[config.mk]
export PLATFORM = sky130hd
export DESIGN_NAME = keyed_slot_table_top
export DESIGN_NICKNAME = d
export VERILOG_FILES = /design/src/kst_pkg.sv /design/src/kst_ctrl.sv /design/src/kst_data.sv /design/src/keyed_slot_table_top.sv
export SDC_FILE = /design/constraint.sdc
export NUM_CORES = 2
export LEC_CHECK = 0
export BUFFER_PORTS_ARGS = -buffer_cell sky130_fd_sc_hd__buf_4
export CORE_MARGIN = 3
export CORE_UTILIZATION = 41
export DETAILED_ROUTE_END_ITERATION = 12
export SKIP_CTS_REPAIR_TIMING = 1
export SLEW_MARGIN = 20
export SYNTH_ARGS = -nofsm -noshare
export SYNTH_HDL_FRONTEND = slang
export SYNTH_SLANG_ARGS = --single-unit
[constraint.sdc]
create_clock -name i_clk -period 7.8 [get_ports i_clk]
set_input_delay 1.17 -clock i_clk [delete_from_list [all_inputs] [get_ports i_clk]]
set_output_delay 1.17 -clock i_clk [all_outputs]
set_load 0.05 [all_outputs]
[src/kst_pkg.sv]
// ----------------------------------------------------------------------------
// kst_pkg: shared definitions for the keyed slot table
// Field widths, operation and status codes, and the command and status
// bundles that pass between the controller and the datapath.
// ----------------------------------------------------------------------------
package kst_pkg;

    localparam int MODE_W          = 2;
    localparam int KEY_W           = 32;
    localparam int INFO_MAX_W      = 64;
    localparam int ST_W            = 2;

    localparam int DEF_TABLE_SLOTS = 16;
    localparam int DEF_INFO_BYTES  = 8;

    localparam logic [MODE_W-1:0] MODE_INSERT  = 2'd0;
    localparam logic [MODE_W-1:0] MODE_LOOKUP  = 2'd1;
    localparam logic [MODE_W-1:0] MODE_ERASE   = 2'd2;
    localparam logic [MODE_W-1:0] MODE_COMPACT = 2'd3;

    localparam logic [ST_W-1:0] ST_OK        = 2'd0;
    localparam logic [ST_W-1:0] ST_FULL      = 2'd1;
    localparam logic [ST_W-1:0] ST_NOT_FOUND = 2'd2;

    typedef struct packed {
        logic            load;
        logic            rd_step;
        logic            ins_write;
        logic            ins_step;
        logic            erase_clr;
        logic            hit_cap;
        logic            move;
        logic            wr_step;
        logic            res_we;
        logic [ST_W-1:0] res_status;
        logic            out_load;
    } t_cmd;

    typedef struct packed {
        logic [MODE_W-1:0] in_mode;
        logic [MODE_W-1:0] mode;
        logic              free;
        logic              idx_last;
        logic              s1_vld;
        logic              s1_hit;
        logic              s1_move;
        logic              out_free;
    } t_sts;

endpackage

[src/kst_ctrl.sv]
// ----------------------------------------------------------------------------
// kst_ctrl: operation sequencer for the keyed slot table
// Steps the slot scan for each operation, decides when it ends and hands the
// finished result to the output register.
// ----------------------------------------------------------------------------
module kst_ctrl (
    input  logic          i_clk,
    input  logic          i_rst_n,
    input  logic          i_start,
    input  kst_pkg::t_sts i_sts,
    output kst_pkg::t_cmd o_cmd,
    output logic          o_ready
);

    localparam logic [1:0] S_IDLE = 2'd0;
    localparam logic [1:0] S_INS  = 2'd1;
    localparam logic [1:0] S_SCAN = 2'd2;
    localparam logic [1:0] S_DONE = 2'd3;

    logic [1:0]    r_state;
    logic [1:0]    n_state;
    logic          r_pipe;
    logic          n_pipe;
    logic          r_fin;
    logic          n_fin;
    kst_pkg::t_cmd w_cmd;

    always_comb begin
        n_state = r_state;
        n_pipe  = r_pipe;
        n_fin   = r_fin;
        w_cmd   = '0;
        case (r_state)
            S_IDLE: begin
                if (i_start) begin
                    w_cmd.load = 1'b1;
                    n_pipe     = 1'b0;
                    n_fin      = 1'b0;
                    if (i_sts.in_mode == kst_pkg::MODE_INSERT) begin
                        n_state = S_INS;
                    end else begin
                        n_state = S_SCAN;
                    end
                end
            end
            S_INS: begin
                if (i_sts.free) begin
                    w_cmd.ins_write = 1'b1;
                    n_state         = S_DONE;
                end else if (i_sts.idx_last) begin
                    w_cmd.res_we     = 1'b1;
                    w_cmd.res_status = kst_pkg::ST_FULL;
                    n_state          = S_DONE;
                end else begin
                    w_cmd.ins_step = 1'b1;
                end
            end
            S_SCAN: begin
                if (r_pipe && i_sts.s1_hit && (i_sts.mode != kst_pkg::MODE_COMPACT)) begin
                    if (i_sts.mode == kst_pkg::MODE_LOOKUP) begin
                        w_cmd.hit_cap = 1'b1;
                    end else begin
                        w_cmd.erase_clr = 1'b1;
                    end
                    n_pipe  = 1'b0;
                    n_state = S_DONE;
                end else begin
                    if (r_pipe && i_sts.s1_vld && (i_sts.mode == kst_pkg::MODE_COMPACT)) begin
                        w_cmd.move    = i_sts.s1_move;
                        w_cmd.wr_step = 1'b1;
                    end
                    if (r_fin) begin
                        if (i_sts.mode == kst_pkg::MODE_LOOKUP) begin
                            w_cmd.res_we     = 1'b1;
                            w_cmd.res_status = kst_pkg::ST_NOT_FOUND;
                        end
                        n_pipe  = 1'b0;
                        n_state = S_DONE;
                    end else begin
                        w_cmd.rd_step = 1'b1;
                        n_pipe        = 1'b1;
                        n_fin         = i_sts.idx_last;
                    end
                end
            end
            S_DONE: begin
                if (i_sts.out_free) begin
                    w_cmd.out_load = 1'b1;
                    n_state        = S_IDLE;
                end
            end
            default: begin
                n_state = S_IDLE;
            end
        endcase
    end

    always_ff @(posedge i_clk) begin
        if (!i_rst_n) begin
            r_state <= S_IDLE;
            r_pipe  <= 1'b0;
            r_fin   <= 1'b0;
        end else begin
            r_state <= n_state;
            r_pipe  <= n_pipe;
            r_fin   <= n_fin;
        end
    end

    assign o_cmd   = w_cmd;
    assign o_ready = (r_state == S_IDLE);

endmodule

[src/kst_data.sv]
// ----------------------------------------------------------------------------
// kst_data: slot storage and scan datapath for the keyed slot table
// Holds the valid marks in flops, keys and payloads in memories, the scan
// counters, the one-slot read stage, the pending result and the output beat.
// ----------------------------------------------------------------------------
module kst_data #(
    parameter int TABLE_SLOTS = kst_pkg::DEF_TABLE_SLOTS,
    parameter int INFO_BYTES  = kst_pkg::DEF_INFO_BYTES
) (
    input  logic                             i_clk,
    input  logic                             i_rst_n,
    input  logic [kst_pkg::MODE_W-1:0]       i_mode,
    input  logic signed [kst_pkg::KEY_W-1:0] i_key,
    input  logic [kst_pkg::INFO_MAX_W-1:0]   i_info,
    input  kst_pkg::t_cmd                    i_cmd,
    input  logic                             i_m_ready,
    output kst_pkg::t_sts                    o_sts,
    output logic                             o_m_valid,
    output logic [kst_pkg::ST_W-1:0]         o_status,
    output logic [kst_pkg::INFO_MAX_W-1:0]   o_found
);

    localparam int IDX_W  = $clog2(TABLE_SLOTS);
    localparam int INFO_W = 8 * INFO_BYTES;

    logic [kst_pkg::KEY_W-1:0]      r_key_mem [TABLE_SLOTS];
    logic [INFO_W-1:0]              r_info_mem [TABLE_SLOTS];
    logic [TABLE_SLOTS-1:0]         r_valid;
    logic [TABLE_SLOTS-1:0]         n_valid;

    logic [kst_pkg::MODE_W-1:0]     r_mode;
    logic [kst_pkg::KEY_W-1:0]      r_key;
    logic [INFO_W-1:0]              r_info;
    logic [IDX_W-1:0]               r_idx;
    logic [IDX_W-1:0]               r_wr_idx;

    logic [kst_pkg::KEY_W-1:0]      r_s1_key;
    logic [INFO_W-1:0]              r_s1_info;
    logic                           r_s1_vld;
    logic [IDX_W-1:0]               r_s1_addr;

    logic [kst_pkg::ST_W-1:0]       r_res_status;
    logic [kst_pkg::INFO_MAX_W-1:0] r_res_info;
    logic                           r_m_valid;
    logic [kst_pkg::ST_W-1:0]       r_status;
    logic [kst_pkg::INFO_MAX_W-1:0] r_found;

    logic                           w_we;
    logic [IDX_W-1:0]               w_waddr;
    logic [kst_pkg::KEY_W-1:0]      w_wkey;
    logic [INFO_W-1:0]              w_winfo;

    always_comb begin
        w_we    = i_cmd.ins_write | i_cmd.move;
        w_waddr = i_cmd.move ? r_wr_idx : r_idx;
        w_wkey  = i_cmd.move ? r_s1_key : r_key;
        w_winfo = i_cmd.move ? r_s1_info : r_info;
    end

    always_comb begin
        n_valid = r_valid;
        if (i_cmd.ins_write) begin
            n_valid[r_idx] = 1'b1;
        end
        if (i_cmd.erase_clr) begin
            n_valid[r_s1_addr] = 1'b0;
        end
        if (i_cmd.move) begin
            n_valid[r_s1_addr] = 1'b0;
            n_valid[r_wr_idx]  = 1'b1;
        end
    end

    always_ff @(posedge i_clk) begin
        if (w_we) begin
            r_key_mem[w_waddr]  <= w_wkey;
            r_info_mem[w_waddr] <= w_winfo;
        end
        if (i_cmd.rd_step) begin
            r_s1_key  <= r_key_mem[r_idx];
            r_s1_info <= r_info_mem[r_idx];
            r_s1_vld  <= r_valid[r_idx];
            r_s1_addr <= r_idx;
        end
    end

    always_ff @(posedge i_clk) begin
        if (!i_rst_n) begin
            r_valid   <= '0;
            r_m_valid <= 1'b0;
        end else begin
            r_valid <= n_valid;
            if (i_cmd.out_load) begin
                r_m_valid <= 1'b1;
            end else if (i_m_ready) begin
                r_m_valid <= 1'b0;
            end
        end
    end

    always_ff @(posedge i_clk) begin
        if (i_cmd.load) begin
            r_mode       <= i_mode;
            r_key        <= i_key;
            r_info       <= i_info[INFO_W-1:0];
            r_idx        <= '0;
            r_wr_idx     <= '0;
            r_res_status <= kst_pkg::ST_OK;
            r_res_info   <= '0;
        end else begin
            if (i_cmd.rd_step || i_cmd.ins_step) begin
                r_idx <= r_idx + 1'b1;
            end
            if (i_cmd.wr_step) begin
                r_wr_idx <= r_wr_idx + 1'b1;
            end
            if (i_cmd.res_we) begin
                r_res_status <= i_cmd.res_status;
            end
            if (i_cmd.hit_cap) begin
                r_res_info <= kst_pkg::INFO_MAX_W'(r_s1_info);
            end
        end
        if (i_cmd.out_load) begin
            r_status <= r_res_status;
            r_found  <= r_res_info;
        end
    end

    always_comb begin
        o_sts.in_mode  = i_mode;
        o_sts.mode     = r_mode;
        o_sts.free     = ~r_valid[r_idx];
        o_sts.idx_last = (r_idx == IDX_W'(TABLE_SLOTS - 1));
        o_sts.s1_vld   = r_s1_vld;
        o_sts.s1_hit   = r_s1_vld && (r_s1_key == r_key);
        o_sts.s1_move  = (r_wr_idx != r_s1_addr);
        o_sts.out_free = ~r_m_valid | i_m_ready;
    end

    assign o_m_valid = r_m_valid;
    assign o_status  = r_status;
    assign o_found   = r_found;

`ifndef NO_ASSERTIONS
    a_ins_free : assert property (@(posedge i_clk) disable iff (!i_rst_n)
        i_cmd.ins_write |-> !r_valid[r_idx])
        else $error("insert writes an occupied slot");

    a_move_down : assert property (@(posedge i_clk) disable iff (!i_rst_n)
        i_cmd.move |-> (r_wr_idx < r_s1_addr) && r_s1_vld)
        else $error("compaction move does not go down from a valid slot");

    a_hit_match : assert property (@(posedge i_clk) disable iff (!i_rst_n)
        (i_cmd.hit_cap || i_cmd.erase_clr) |-> r_s1_vld && (r_s1_key == r_key))
        else $error("hit taken on a slot that does not match");

    a_out_free : assert property (@(posedge i_clk) disable iff (!i_rst_n)
        i_cmd.out_load |-> (!r_m_valid || i_m_ready))
        else $error("result overwrites a beat not yet taken");

    a_erase_clears : assert property (@(posedge i_clk) disable iff (!i_rst_n)
        i_cmd.erase_clr |=> !r_valid[$past(r_s1_addr)])
        else $error("erase left the slot valid");
`endif

endmodule

[src/keyed_slot_table_top.sv]
// ----------------------------------------------------------------------------
// keyed_slot_table_top: fixed-size key/value table with compaction
// Each input beat on the slave channel carries one operation (insert,
// lookup, erase or compact); each yields exactly one result beat on the
// master channel with a status code and, for a successful lookup, the stored
// payload. Operations are handled one at a time.
// Insert scans up to the first free slot, or every slot when the table is
// full. Lookup and erase stop at the first matching slot, or scan every slot
// when none matches. Compact always scans every slot. The slot scan reads
// one slot per cycle through the single read port of the key and payload
// memories and moves at most one entry per cycle during compaction.
// A new beat is accepted as soon as the previous operation has placed its
// result in the output register, even while that result still waits. If the
// receiver stalls, the next operation runs to completion and then holds until
// the output register is free. Reset clears every valid mark and the output valid.
// ----------------------------------------------------------------------------
module keyed_slot_table_top #(
    parameter int TABLE_SLOTS = kst_pkg::DEF_TABLE_SLOTS,
    parameter int INFO_BYTES  = kst_pkg::DEF_INFO_BYTES
) (
    input  logic         i_clk,
    input  logic         i_rst_n,
    input  logic         s_axis_tvalid,
    output logic         s_axis_tready,
    input  logic [95:0]  s_axis_tdata,   // key [31:0], entry_info [95:32]
    input  logic [1:0]   s_axis_tuser,   // mode [1:0]
    output logic         m_axis_tvalid,
    input  logic         m_axis_tready,
    output logic [63:0]  m_axis_tdata,   // found_info [63:0]
    output logic [1:0]   m_axis_tuser    // status [1:0]
);

    kst_pkg::t_cmd w_cmd;
    kst_pkg::t_sts w_sts;
    logic          w_ready;
    logic          w_start;

    assign w_start       = s_axis_tvalid & w_ready;
    assign s_axis_tready = w_ready;

    kst_ctrl u_ctrl (
        .i_clk   (i_clk),
        .i_rst_n (i_rst_n),
        .i_start (w_start),
        .i_sts   (w_sts),
        .o_cmd   (w_cmd),
        .o_ready (w_ready)
    );

    kst_data #(
        .TABLE_SLOTS (TABLE_SLOTS),
        .INFO_BYTES  (INFO_BYTES)
    ) u_data (
        .i_clk     (i_clk),
        .i_rst_n   (i_rst_n),
        .i_mode    (s_axis_tuser),
        .i_key     (s_axis_tdata[31:0]),
        .i_info    (s_axis_tdata[95:32]),
        .i_cmd     (w_cmd),
        .i_m_ready (m_axis_tready),
        .o_sts     (w_sts),
        .o_m_valid (m_axis_tvalid),
        .o_status  (m_axis_tuser),
        .o_found   (m_axis_tdata)
    );

endmodule

# == Word level (Yosys, flattened, before mapping) ==
# Memory sizes are Yosys's and may differ from the RTL's. A register that Yosys moved wholly into a read port is not among the register bits.
# Index checks and enable logic that the tools add are counted.
# word_totals
ff_bits,264
ramBits,1536
input_bits,102
output_inout_bits,68
elab_cells,118
n_memories,2
# mem_list
name,words,width,rd,rd_ports_with_merged_regs,wr,line_no,rtl
u_data.r_info_mem,16,64,1,1,1,kst_data.sv:27,logic [INFO_W-1:0] r_info_mem [TABLE_SLOTS];
u_data.r_key_mem,16,32,1,1,1,kst_data.sv:26,logic [kst_pkg::KEY_W-1:0] r_key_mem [TABLE_SLOTS];
# classes
n_addsub,2
magnitude_cmp,6
eq_ne,14
muxes,53
n_bitwise,9
reduce_logical,16
# op_table
operator,n
64-bit 2-to-1 mux,1
16-bit 2-to-1 mux,3
16-bit bitwise AND,2
32-bit == test,1
32-bit 2-to-1 mux,1
16-bit OR,2
1-bit 2-to-1 mux,23
2-bit 2-to-1 mux,10
16-bit NOT,1
"4-bit by 5-bit less-than comparator with 1-bit output, second input constant",3
1-bit demux with 4-bit select,3
"4-bit by 1-bit >= comparator with 1-bit output, second input constant",3
3-bit 2-to-1 mux,4
"4-bit by 1-bit adder with 4-bit output, second input constant",2
1-bit logical AND,8
4-bit 2-to-1 mux,2
2-bit one-hot mux with 4 select lines,1
"2-bit == test, second input constant",3
3-bit one-hot mux with 2 select lines,1
5-bit 2-to-1 mux,1
1-bit binary-select mux with 4-bit select,1
"2-bit by 1-bit == test with 1-bit output, second input constant",2
"4-bit == test, second input constant",1
2-bit logical NOT,2
14 further kinds,19

# == Longest topological paths before layout ==
# logic_depth
ltp_word,11
mapped_depth,10
mapped_depth_nobuf,7

# == Modules after synthesis ==
# Synthesis repeated with hierarchy kept, for this count alone.
# hier_totals
cells_unflattened,3233
hier_area_um2,71697.5
# modules_own_cells
module,instances,cells_per_inst,area_each_um2,seq_area_each_um2
kst_data,1,3182,71283.4,55903.6
kst_ctrl,1,50,407.9,80.1
keyed_slot_table_top,1,1,6.3,0.0

# == Least setup slack after synthesis ==
# Ideal clock, no wire load.
# synth_timing
kind,reg-to-reg
from,register u_data.r_key[1] (netlist name)
to,register u_data.r_s1_addr[0] (enable)
t_arrival_ns,7.715
required_time_ns,7.116
slack_ns,-0.599
path_stages_with_launch,6
path_cell_list,edfxtp_1 -> nand2b_1 -> o2111a_1 -> nand4_1 -> nor4_1 -> nor3_1
# synth_between
elab_chain_cells,6
# synth_lines
item,line_no,rtl
"start, declared",kst_data.sv:32,logic [kst_pkg::KEY_W-1:0] r_key;
"start signal, assigned",kst_data.sv:104,r_key <= i_key;
32-bit == test,kst_data.sv:136,o_sts.s1_hit = r_s1_vld && (r_s1_key == r_key);
1-bit logical AND,kst_data.sv:136,
1-bit logical AND (2 in series),kst_ctrl.sv:59,if (r_pipe && i_sts.s1_hit && (i_sts.mode != kst_pkg::MODE_COMPACT)) begin
1-bit 2-to-1 mux,kst_ctrl.sv:59,
1-bit 2-to-1 mux,kst_ctrl.sv:33,case (r_state)
"end signal, assigned",kst_data.sv:83,r_s1_addr <= r_idx;
"end, declared",kst_data.sv:40,logic [IDX_W-1:0] r_s1_addr;
# No other way between the ends.
# A chain may end at the register's enable or synchronous reset.

# == Final worst setup path ==
# layout_timing
from,register u_data.r_wr_idx[2]
to,memory u_data.r_info_mem[2][4] (netlist name) (enable)
# layout_between
elab_chain_cells,7
word_cells_on_any_way,8
cone_classes,eq/ne: 1; mux: 6; bitwise: 1
# layout_lines
item,line_no,rtl
"start, declared",kst_data.sv:35,logic [IDX_W-1:0] r_wr_idx;
"start signal, assigned",kst_data.sv:115,r_wr_idx <= r_wr_idx + 1'b1;
4-bit inequality test,kst_data.sv:137,o_sts.s1_move = (r_wr_idx != r_s1_addr);
2-bit 2-to-1 mux,kst_ctrl.sv:68,if (r_pipe && i_sts.s1_vld && (i_sts.mode == kst_pkg::MODE_COMPACT)) begin
5-bit 2-to-1 mux,kst_ctrl.sv:59,
4-bit 2-to-1 mux,kst_ctrl.sv:33,
1-bit OR,kst_data.sv:54,w_we = i_cmd.ins_write | i_cmd.move;
1-bit 2-to-1 mux,kst_data.sv:75,if (w_we) begin
1-bit 2-to-1 mux (not written as such),kst_data.sv:77,r_info_mem[w_waddr] <= w_winfo;
"end, declared",kst_data.sv:27,
# Several ways; a longest one is shown, not always the timed one.

==> results.yml <==
finish:
  multiInputGateArea_sq_um: 15050
  fill_cells: 14045
  num_antenna_cells: 0
  final_area_sq_um: 82460
  layout-drive-gt1-share: 0.3121
  final_cell_mix: "1801 x edfxtp_1, 482 x mux4_2, 219 x buf_4"
  syn_to_final_growth_pct: 15.12
  regArea_sq_um: 56000
  fin_nets: 3520
  layout.cells.most_common: "edfxtp_1"
outcome:
  outcome: "complete, no violations"
floorplan:
  row_count: 152
  die-area_sq_um: 179800
  core_sq_um: 172700
  die_h_um: 424.0
  io_pins: 170
  die_w_um: 424.0
  start_util: 0.4148
pwr:
  powerDensity_nw_per_um2: 311.6
  leakagePower_uw: 0.02525
  ir_worst_vdd_mv: 0.2381
critical_path:
  start_kind: "flip-flop"
  path_class: "reg -> reg"
  cpMaxStageDelayCell: "nor2_4"
  crit_start: "u_data.r_wr_idx[2]"
  timing.rr.end: "u_data.r_info_mem[2][4]"
  r2r_cells: 9
  endpoint_kind: "flip-flop"
  path_common_cell: "buf_4"
  slowest_delay_ns: 0.80
  rr_startpoint: "u_data.r_wr_idx[2]"
  arrival_ns: 5.19
  worstPathCellList: "xor2_1 > nor4_1 > nor3_2 > buf_12 > nor3b_1 > a21oi_1 > nor2_4 > buf_4 > buf_4"
  required_ns: 8.34
  r2r_slack_ns: 3.15
  crit_fanout: 127
  cp-endpoint: "u_data.r_info_mem[2][4]"
cts:
  clk_latency_ns: 0.85
  h-tree-depth: 4
  root_buffer: "clkbuf_16"
  cts.reportedPaths.clkPinSlew_ns: 0.06
  cts_buffers: 196
  cts_tree: "done"
  clock_sinks: 1896
  clk_path_buf_depth: 3
logic_synthesis:
  syn_area_per_cell_sq_um: 22.75
  ys_ff_latch: 1896
  ys_seq_area_frac: 0.7816
  synth_nets: 3264
  synth_cell_types: 56
  syn-cell-area_sq_um: 71630
  synthFlopType: "edfxtp_1"
  synthCells: 3149
  yosysWarnings: 0
  synthArstFlopShare: 0
  synth_edf_count: 1801
route:
  met2_length_um: 84780
  drcViolationCount: 0
  drt_first_pass_iters: 5
  via_per_inst: 5.624
  routed.top_layer: "met4"
  wl_met1_um: 70110
  vias: 33046
  final_antenna_net_count: 0
  wl_met3_um: 7576
  routedWlPerCell_um: 28.36
  wirelength_um: 166700
  drtIter0Drc: 3211
grt:
  grt_antenna_before_repair: 0
  grt_pass1_wl_um: 244400
  grt_pass1_vias: 34816
  grt_usage: 0.1859
  overflow: 0
  grt_max_degree: 160
timing:
  whs_ns: 0.3889
  finalClockSkew_ns: 0.07663
  finalCriticalPeriod_ns: 4.650
  tns_ns: 0
  fmax_ghz: 0.2151
  rsz0062_at_grt: "no"
  maxSlewViolCount: 0
  tightest_slew_ns: 1.175
  relSlewSlack: 0.2164
  finalCritPeriodShare: 0.5961
  setup_viol: 0
  hold_violations: 0
place:
  dpl-instance-area_sq_um: 75940
  io_buffer_count: 169
  gp_congestion: 0.7607
  dp_hpwl_um: 84780
hold_path:
  hold_class: "reg -> reg"
  hp-start: "u_data.r_res_info[57]"
run:
  max_cap_viol_count: 0
[power by group]
group / switching (uW) / internal, uW / leakage, uW
logic: 2100 / 1670 / 0.00506
clock network: 3950 / 5400 / 0.00312
registers: 396 / 12200 / 0.0171
total: 6450 / 19200 / 0.0252
[worst min-delay path by stage]
stage,endpoint,cells past startpoint,slack [ns]
3_3_place_gp,u_data.o_found[51],0,0.41
2_1_floorplan,u_data.o_found[0],0,0.40
5_1_grt,u_data.o_found[57],0,0.41
3_5_place_dp,u_data.o_found[24],0,0.41
4_1_cts,u_data.o_found[57],0,0.39
6_report,u_data.o_found[57],0,0.39
[flip-flops by register name, indices dropped and copies added, names as in the netlist, 4 cells and up]
| register | flops |
|---|---|
| u_data.o_found | 64 |
| u_data.r_idx | 4 |
| u_data.r_info | 64 |
| u_data.r_info_mem | 1024 |
| u_data.r_key | 32 |
| u_data.r_key_mem | 512 |
| u_data.r_res_info | 64 |
| u_data.r_s1_addr | 4 |
| u_data.r_s1_info | 64 |
| u_data.r_s1_key | 32 |
| u_data.r_valid | 16 |
| u_data.r_wr_idx | 4 |
[worst max-delay path: cells and delay by family (launching register included)]
family / cells / cell delay (ns)
DFF: 1 / 0.71
buffers and inverters: 3 / 1.63
xor gates and xnor gates: 1 / 0.20
and+or+nand+nor: 4 / 1.48
AOI/OAI and AO/OA: 1 / 0.27
[kinds of logic (layout without fill, tap and decap cells)]
group,Yosys count,in the layout,share of synthesized area
flip-flops,1896,1896,0.7816
multiplexers,586,586,0.1677
AND/OR/NAND/NOR,221,221,0.01708
AO/OA/AOI/OAI,204,204,0.01651
buffers and inverters,195,612,0.01067
XOR/XNOR,34,34,0.004157
adder cells (fa/ha/maj),13,13,0.002271
[cell type report]
class	instances	share of cell area
flip-flops and latches	1896	0.6791
clock inverters	103	0.01572
clock buffers	256	0.06306
repair buffers	234	0.02358
multi-input cells	1058	0.1825
inverters	19	0.0009559
well taps	2310	0.03505
[layer usage]
layer  global-route usage  vias to the layer above
li1                     -                    13893
met2               0.3121                      957
met5                    0                        -
met4              0.05436                        0
met1               0.2541                    17975
met3              0.02629                      221
[cell usage after synthesis (all sizes together), types with 4 or more instances]
library cell     n  area share
o31ai           14      0.0015
edfxtp        1801        0.76
nor4             5     0.00052
nor3             8     0.00063
a21oi           73      0.0051
nor2            62      0.0032
a41oi            5     0.00061
clkbuf         121      0.0063
inv             19      0.0010
xor2            17      0.0021
nand3            5     0.00035
o21ai           72      0.0050
mux2            95       0.015
nand2b           6     0.00052
dfxtp           95       0.027
mux2i            9      0.0013
and4b            7     0.00098
xnor2           17      0.0021
ha              13      0.0023
nand4           74      0.0065
nand2           27      0.0014
mux4           482        0.15
nor2b            7     0.00061
a31oi           18      0.0016
a211oi           7     0.00091
and4             4     0.00049
buf             55      0.0033
[metrics by stage]
step | utilization | std cells | power [uW] | worst slack [ns]
global route | 0.4775 | 5876 | 26680 | 2.718
finish | 0.4775 | 5876 | 25690 | 3.150
detailed placement | 0.4398 | 5516 | 16660 | 3.078
global placement | 0.4398 | 5516 | 16620 | 2.977
CTS | 0.4774 | 5875 | 26040 | 3.090
floorplan | - | 3149 | 15360 | 1.174
Note: power is estimated with default switching activity, not from simulation.
